--- src/design/mrbm_pkg.sv ---
// Package for the largest all-ones rectangle block.
// Holds the size constants, field widths and the histogram stack entry type.
// No dependencies.
package mrbm_pkg;

  localparam int MaxSize   = 64;
  localparam int HgtW      = $clog2(MaxSize + 1);
  localparam int IdxW      = $clog2(MaxSize);
  localparam int CfgW      = 7;
  localparam int OutW      = 13;
  localparam int AreaMax   = 8191;
  localparam int AreaFullW = $clog2(MaxSize * MaxSize + 1);
  localparam int AreaW     = (AreaFullW > OutW) ? AreaFullW : OutW;

  localparam logic [CfgW-1:0] SizeReset = CfgW'(64);

  // One bar on the monotonic stack; left is the first column the bar spans.
  typedef struct packed {
    logic [IdxW-1:0] idx;
    logic [HgtW-1:0] hgt;
    logic [IdxW-1:0] left;
  } stk_entry_t;

  localparam int StkW = $bits(stk_entry_t);

endpackage

--- src/design/mrbm_ram.sv ---
// Generic single-write, single-read RAM with registered read data.
// No dependencies.
module mrbm_ram #(
  parameter int Width = 8,
  parameter int Depth = 16
) (
  input  logic                     clk_i,
  input  logic                     we_i,
  input  logic [$clog2(Depth)-1:0] waddr_i,
  input  logic [Width-1:0]         wdata_i,
  input  logic [$clog2(Depth)-1:0] raddr_i,
  output logic [Width-1:0]         rdata_o
);

  logic [Width-1:0] mem_q [Depth];

  always_ff @(posedge clk_i) begin
    if (we_i) begin
      mem_q[waddr_i] <= wdata_i;
    end
    rdata_o <= mem_q[raddr_i];
  end

endmodule

--- src/design/max_rectangle_in_binary_matrix_top.sv ---
// Largest all-ones rectangle in a square binary matrix, cells in row-major order.
// A cell request reads, then writes the column height. The last cell of a row
// adds a histogram pass: each column push is a read, load and compare; each pop is a
// compare, plus a stack-top reload from the stack RAM when entries remain. The result
// follows the last row. Reset (asynchronous, active low) clears all heights at once
// via per-column valid bits; there is no clearing pass. Depends on mrbm_pkg and mrbm_ram.
module max_rectangle_in_binary_matrix_top import mrbm_pkg::*; (
  input  logic            clk_i,
  input  logic            rst_ni,
  input  logic            matrix_size_we_i,
  input  logic [CfgW-1:0] matrix_size_i,
  input  logic            in_valid_i,
  output logic            in_stall_o,
  input  logic            cell_req_i,
  output logic            out_valid_o,
  input  logic            out_stall_i,
  output logic [OutW-1:0] max_area_o
);

  localparam logic [2:0] S_IDLE = 3'd0;
  localparam logic [2:0] S_UPD  = 3'd1;
  localparam logic [2:0] S_RD   = 3'd2;
  localparam logic [2:0] S_LD   = 3'd3;
  localparam logic [2:0] S_CMP  = 3'd4;
  localparam logic [2:0] S_POPW = 3'd5;
  localparam logic [2:0] S_FIN  = 3'd6;
  localparam logic [2:0] S_OUT  = 3'd7;

  logic [2:0]         state_q, state_d;
  logic [CfgW-1:0]    size_q, size_d;
  logic [IdxW-1:0]    col_q, col_d;
  logic [HgtW-1:0]    row_q, row_d;
  logic [HgtW-1:0]    pos_q, pos_d;
  logic [HgtW-1:0]    sp_q, sp_d;
  logic               cell_q, cell_d;
  logic [HgtW-1:0]    hgt_q, hgt_d;
  stk_entry_t         top_q, top_d;
  logic [AreaW-1:0]   area_q, area_d;
  logic               area_v_q, area_v_d;
  logic [AreaW-1:0]   best_q, best_d;
  logic [MaxSize-1:0] hv_q, hv_d;

  logic [HgtW-1:0]    n_eff;
  logic               col_last;
  logic               pop;
  logic [HgtW-1:0]    hgt_cur;
  logic [2*HgtW-1:0]  mul_a, mul_b, prod;

  logic               h_we;
  logic [IdxW-1:0]    h_raddr;
  logic [HgtW-1:0]    h_wdata, h_rdata;
  logic               s_we;
  logic [IdxW-1:0]    s_waddr, s_raddr;
  logic [StkW-1:0]    s_rdata;

  // size 0 acts as 1, anything above the array acts as its full size
  always_comb begin
    if (size_q == '0) begin
      n_eff = HgtW'(1);
    end else if (int'(size_q) > MaxSize) begin
      n_eff = HgtW'(MaxSize);
    end else begin
      n_eff = HgtW'(size_q);
    end
  end

  assign col_last = (HgtW'(col_q) == n_eff - HgtW'(1));
  assign hgt_cur  = hv_q[col_q] ? h_rdata : '0;
  assign pop      = (sp_q != '0) && (top_q.hgt >= hgt_q);

  // area multiplier: bar height times span
  assign mul_a = {{HgtW{1'b0}}, top_q.hgt};
  assign mul_b = {{HgtW{1'b0}}, pos_q - HgtW'(top_q.left)};
  assign prod  = mul_a * mul_b;

  assign h_raddr = (state_q == S_IDLE) ? col_q : pos_q[IdxW-1:0];
  assign h_we    = (state_q == S_UPD);
  assign h_wdata = cell_q ? hgt_cur + HgtW'(1) : '0;

  // entries below the cached top live in the RAM at 0 .. sp-2
  assign s_waddr = IdxW'(sp_q - HgtW'(1));
  assign s_raddr = IdxW'(sp_q - HgtW'(2));

  mrbm_ram #(
    .Width (HgtW),
    .Depth (MaxSize)
  ) u_hgt_ram (
    .clk_i   (clk_i),
    .we_i    (h_we),
    .waddr_i (col_q),
    .wdata_i (h_wdata),
    .raddr_i (h_raddr),
    .rdata_o (h_rdata)
  );

  mrbm_ram #(
    .Width (StkW),
    .Depth (MaxSize)
  ) u_stk_ram (
    .clk_i   (clk_i),
    .we_i    (s_we),
    .waddr_i (s_waddr),
    .wdata_i (top_q),
    .raddr_i (s_raddr),
    .rdata_o (s_rdata)
  );

  always_comb begin
    state_d  = state_q;
    size_d   = size_q;
    col_d    = col_q;
    row_d    = row_q;
    pos_d    = pos_q;
    sp_d     = sp_q;
    cell_d   = cell_q;
    hgt_d    = hgt_q;
    top_d    = top_q;
    area_d   = area_q;
    area_v_d = 1'b0;
    hv_d     = hv_q;
    s_we     = 1'b0;
    best_d   = (area_v_q && (area_q > best_q)) ? area_q : best_q;

    case (state_q)
      S_IDLE: begin
        if (in_valid_i) begin
          cell_d  = cell_req_i;
          state_d = S_UPD;
        end
      end
      S_UPD: begin
        hv_d[col_q] = 1'b1;
        if (col_last) begin
          col_d   = '0;
          pos_d   = '0;
          sp_d    = '0;
          state_d = S_RD;
        end else begin
          col_d   = col_q + IdxW'(1);
          state_d = S_IDLE;
        end
      end
      S_RD: begin
        state_d = S_LD;
      end
      S_LD: begin
        // position n is the virtual zero bar that flushes the stack
        if ((pos_q < n_eff) && hv_q[pos_q[IdxW-1:0]]) begin
          hgt_d = h_rdata;
        end else begin
          hgt_d = '0;
        end
        state_d = S_CMP;
      end
      S_CMP: begin
        if (pop) begin
          area_d   = AreaW'(prod);
          area_v_d = 1'b1;
          sp_d     = sp_q - HgtW'(1);
          state_d  = (sp_q > HgtW'(1)) ? S_POPW : S_CMP;
        end else if (pos_q < n_eff) begin
          s_we      = (sp_q != '0);
          top_d.idx = IdxW'(pos_q);
          top_d.hgt = hgt_q;
          top_d.left = (sp_q != '0) ? IdxW'(top_q.idx + IdxW'(1)) : '0;
          sp_d      = sp_q + HgtW'(1);
          pos_d     = pos_q + HgtW'(1);
          state_d   = S_RD;
        end else begin
          state_d = S_FIN;
        end
      end
      S_POPW: begin
        top_d   = stk_entry_t'(s_rdata);
        state_d = S_CMP;
      end
      S_FIN: begin
        row_d   = row_q + HgtW'(1);
        state_d = (row_q + HgtW'(1) == n_eff) ? S_OUT : S_IDLE;
      end
      S_OUT: begin
        if (!out_stall_i) begin
          hv_d    = '0;
          col_d   = '0;
          row_d   = '0;
          best_d  = '0;
          state_d = S_IDLE;
        end
      end
      default: begin
        state_d = S_IDLE;
      end
    endcase

    // a size write restarts the matrix
    if (matrix_size_we_i) begin
      size_d   = matrix_size_i;
      hv_d     = '0;
      col_d    = '0;
      row_d    = '0;
      best_d   = '0;
      area_v_d = 1'b0;
      state_d  = S_IDLE;
    end
  end

  always_ff @(posedge clk_i or negedge rst_ni) begin
    if (!rst_ni) begin
      state_q  <= S_IDLE;
      size_q   <= SizeReset;
      col_q    <= '0;
      row_q    <= '0;
      pos_q    <= '0;
      sp_q     <= '0;
      area_v_q <= 1'b0;
      best_q   <= '0;
      hv_q     <= '0;
    end else begin
      state_q  <= state_d;
      size_q   <= size_d;
      col_q    <= col_d;
      row_q    <= row_d;
      pos_q    <= pos_d;
      sp_q     <= sp_d;
      area_v_q <= area_v_d;
      best_q   <= best_d;
      hv_q     <= hv_d;
    end
  end

  always_ff @(posedge clk_i) begin
    cell_q <= cell_d;
    hgt_q  <= hgt_d;
    top_q  <= top_d;
    area_q <= area_d;
  end

  assign in_stall_o  = (state_q != S_IDLE);
  assign out_valid_o = (state_q == S_OUT);
  assign max_area_o  = (best_q > AreaW'(AreaMax)) ? OutW'(AreaMax) : best_q[OutW-1:0];

  a_sp_bound: assert property (@(posedge clk_i) disable iff (!rst_ni)
    sp_q <= HgtW'(MaxSize))
    else $error("stack pointer beyond array size");

  a_no_req_with_result: assert property (@(posedge clk_i) disable iff (!rst_ni)
    out_valid_o |-> in_stall_o)
    else $error("cell request taken while result pending");

  a_idle_counts: assert property (@(posedge clk_i) disable iff (!rst_ni)
    (state_q == S_IDLE) |-> ((HgtW'(col_q) < n_eff) && (row_q < n_eff)))
    else $error("column or row count out of range while idle");

  a_pos_bound: assert property (@(posedge clk_i) disable iff (!rst_ni)
    (state_q == S_CMP) |-> (pos_q <= n_eff))
    else $error("histogram position past the flush bar");

endmodule
--- config.mk ---
export PLATFORM = sky130hd
export DESIGN_NAME = max_rectangle_in_binary_matrix_top
export DESIGN_NICKNAME = d
export VERILOG_FILES = /design/src/design/mrbm_pkg.sv /design/src/design/mrbm_ram.sv /design/src/design/max_rectangle_in_binary_matrix_top.sv
export SDC_FILE = /design/constraint.sdc
export NUM_CORES = 2
export LEC_CHECK = 0
export BUFFER_PORTS_ARGS = -buffer_cell sky130_fd_sc_hd__buf_4
export CORE_MARGIN = 10
export CORE_UTILIZATION = 55
export CTS_CLUSTER_SIZE = 8
export DETAILED_ROUTE_END_ITERATION = 7
export PLACE_DENSITY = 0.71
export SYNTH_ARGS = -nofsm -noshare
export SYNTH_HDL_FRONTEND = slang
export SYNTH_SLANG_ARGS = --single-unit
export TNS_END_PERCENT = 5
--- constraint.sdc ---
create_clock -name clk_i -period 15.09 [get_ports clk_i]
set_input_delay 3.7725 -clock clk_i [delete_from_list [all_inputs] [get_ports clk_i]]
set_output_delay 3.7725 -clock clk_i [all_outputs]
set_load 0.01 [all_outputs]
==> results.tsv <==
stage	metric	value	unit
clock_network	cts_made_buffers	280	
timing	tightestPinTransition	1350	ps
timing	max_freq	0.159	GHz
timing	hold_viol	0	
final_layout	layout.nets	4627	
place	portBuffers	27	
power_and_ir_drop	p_clk_frac	0.469	
clock_network	clkLatencyLatePin	880	ps
power_and_ir_drop	p_leak	28.5	nW
clock_network	htreeDepth	5	
synthesis	syn_area_per_cell	17.5	µm²
status	status	finished, final reports clean	
place	gp_congestion	0.923	
detailed_routing	drc	0	
floorplanning	initial_core_util	0.556	
floorplanning	die_x	391	µm
place	hpwlAfterDp	101	mm
clock_network	path_clk_slew	50	ps
floorplanning	core	136000	µm²
detailed_routing	wl_met2	88.3	mm
setup_path	cp.arrival	2530	ps
power_and_ir_drop	switchingPower	0.00239	W
global_route	grt_pass1_wl	274	mm
setup_path	cp_slowest_cell	nor3_4	
power_and_ir_drop	p_per_area	135	nW/µm²
detailed_routing	drt_iter0_markers	5516	
setup_path	r2r_slack	8970	ps
setup_path	start_kind	flop	
synthesis	synth_edf_count	1704	
setup_path	critical_path.top_delay_family	simple AND/OR/NAND/NOR gates	
clock_network	cts_buffer_depth	4	
min_path	worstHoldPathType	reg -> reg	
detailed_routing	antenna_left	0	
clock_network	cts_setup_buffers	0	
final_layout	final_core_util	0.630	
synthesis	synth_cell_type_count	75	
setup_path	crit_fanout	18	
clock_network	cts_tree	yes	
timing	min_period	6300	ps
setup_path	required	11320	ps
setup_path	path_class	reg -> out	
final_layout	mostFrequentLayoutCell	edfxtp_1	
global_route	track_usage	0.241	
synthesis	synthArstFlopShare	0.0623	
timing	skew	68.7	ps
final_layout	synthToLayoutAreaGrowth	13.4	%
floorplanning	io_pins	28	
power_and_ir_drop	swShare	0.206	
setup_path	crit_chain	nor3_4 -> inv_1 -> buf_4	
power_and_ir_drop	power	0.0116	W
synthesis	yosys_warnings	0	
clock_network	cts_hold_buf	0	
timing	rsz0062_at_grt	false	
final_layout	drive_gt1_frac	0.211	
clock_network	clock-sinks	1845	
detailed_routing	drt_first_pass_iters	7	
synthesis	synth_nets	4440	
synthesis	syn_area	75600	µm²
timing	worst_hold_slack	496	ps
final_layout	nFillCells	9071	
detailed_routing	top_layer	met4	
clock_network	cts-root-buf	clkbuf_16	
global_route	grt_max_degree	84	
detailed_routing	wl	185	mm
global_route	antenna_found_initial	1	
detailed_routing	met1_length	72.0	mm
timing	slew_viol_final	0	
synthesis	syn_inst	4328	
timing	setup_violations	0	
detailed_routing	wl_met3	17.9	mm
synthesis	ys.flop_type	edfxtp_1	
timing	finalSetupTns	0	ps
setup_path	cp-end-kind	output pin	
detailed_routing	vias_per_cell	6.51	
floorplanning	rows	135	
floorplanning	die_area	153000	µm²
detailed_routing	dr_total_vias	41400	
power_and_ir_drop	intPower	0.00918	W
power_and_ir_drop	peakVddDrop	100	µV
timing	min_period_over_period	0.418	
timing	maxSlewHeadroom	0.0912	
synthesis	synth-seq-cells	1845	
power_and_ir_drop	seqPwrFrac	0.484	
run	drv_cap	0	
setup_path	critPathMaxStageDelay	670	ps
setup_path	crit_buf_inv	2	
synthesis	ys_seq_area_frac	0.722	
power_and_ir_drop	comb_power_share	0.046	
floorplanning	die_y	391	µm
global_route	overflow	0	
final_layout	layout_common_cells	1704 x edfxtp_1, 456 x nand2_1, 405 x mux4_2	
detailed_routing	wl_per_cell	29.0	µm
global_route	grt_pass1_vias	41900	
clock_network	ctsResizeCount	0	
-- state kept, by name, summed over array words and instances, names as in the netlist, 12 cells and up --
signal and flops:
area_q 13, u_stk_ram.mem_q 1216, top_q 12, u_stk_ram.rdata_o 19, hv_q 64, u_hgt_ram.mem_q 448, best_q 13
-- routing by layer --
metal  GRT usage  vias to the layer above
met2       0.377                     2364
met5           0                        -
met1       0.333                    21300
met4      0.0912                        0
li1            -                    17400
met3      0.0550                      420
-- layout make-up --
cell class	count	area [µm²]	share of cell area
tap	1781	2230	0.0260
inverter	69	259	0.00302
multi-input combinational	2173	20100	0.234
antenna	1	2.50	0.0000292
clock buffer	339	7430	0.0867
clock inverter	5	58.8	0.000686
sequential	1845	54600	0.637
timing repair buffer	146	1090	0.0128
-- power groups by stage --
stage          logic [W]  registers (W)  clock network [W]
2_1_floorplan   0.000390        0.00568                  0
3_3_place_gp    0.000523        0.00570                  0
3_5_place_dp    0.000530        0.00570                  0
4_1_cts         0.000533        0.00560            0.00548
5_1_grt         0.000574        0.00560            0.00571
6_report        0.000533        0.00560            0.00543
-- final timing paths --
check | start | end | cells past startpoint
worst min-delay path | u_stk_ram.rdata_o[6] | mul_a[0] | 2
worst max register to register | top_q[2] | area_q[12] | 23
max in group asynchronous | rst_ni | sp_q[1] | 2
worst min register to register | u_stk_ram.rdata_o[6] | mul_a[0] | 2
worst max-delay path | state_q[0] | in_stall_o | 3
min in group asynchronous | rst_ni | row_q[2] | 1
-- metrics by stage --
| step | setup WS (ps) | cell area [µm²] | instances |
|---|---|---|---|
| final | 8790 | 85700 | 6359 |
| after global routing | 8460 | 85700 | 6358 |
| after CTS | 8780 | 85700 | 6357 |
| after detailed placement | 8410 | 78200 | 6013 |
| after global placement | 8520 | 78200 | 6013 |
| after floorplan | 8830 | 75600 | 4328 |
-- cells in the mapped netlist, drive strengths merged, types with 10 or more instances --
library cell     n  area [µm²]
mux4           405        9120
nor3            29         161
nand2b          13        81.3
edfxtp        1704       51200
buf             94         528
xor2            22         193
o21ai           54         270
and3            34         213
a22o            11        96.3
o31ai           12        95.1
nand3          162         811
clkbuf         147         552
dfxtp           26         521
nand2          457        1720
and2            46         288
mux2i           88         881
inv             67         251
a32oi           28         245
nor4            11        68.8
a211oi          43         333
nand4           39         244
nor2b           38         238
a21oi          124         621
mux2            18         203
dfrtp          114        2850
fa              24         480
a31oi           21         131
a22oi           17         128
nor2           270        1010
xnor2           31         272
ha              75         938
or3             10        62.6
-- logic make-up (layout without fill, tap and decap cells) --
family                     count (synthesis)  after routing  synth area share
buffers and inverters                    310            559            0.0177
muxes                                    511            511             0.135
AOI/OAI and AO/OA                        375            375            0.0326
and+or+nand+nor                         1135           1135            0.0676
other                                      0              1                 0
xor gates and xnor gates                  53             53           0.00614
adders and majority gates                 99             99            0.0188
DFF                                     1845           1845             0.722
-- tightest hold or removal path: stages, from the launching register on --
cell and delay, ps:
dfxtp_1 300, nand2_1 40, nand2_1 50
Power figures use the tool's default switching activity.
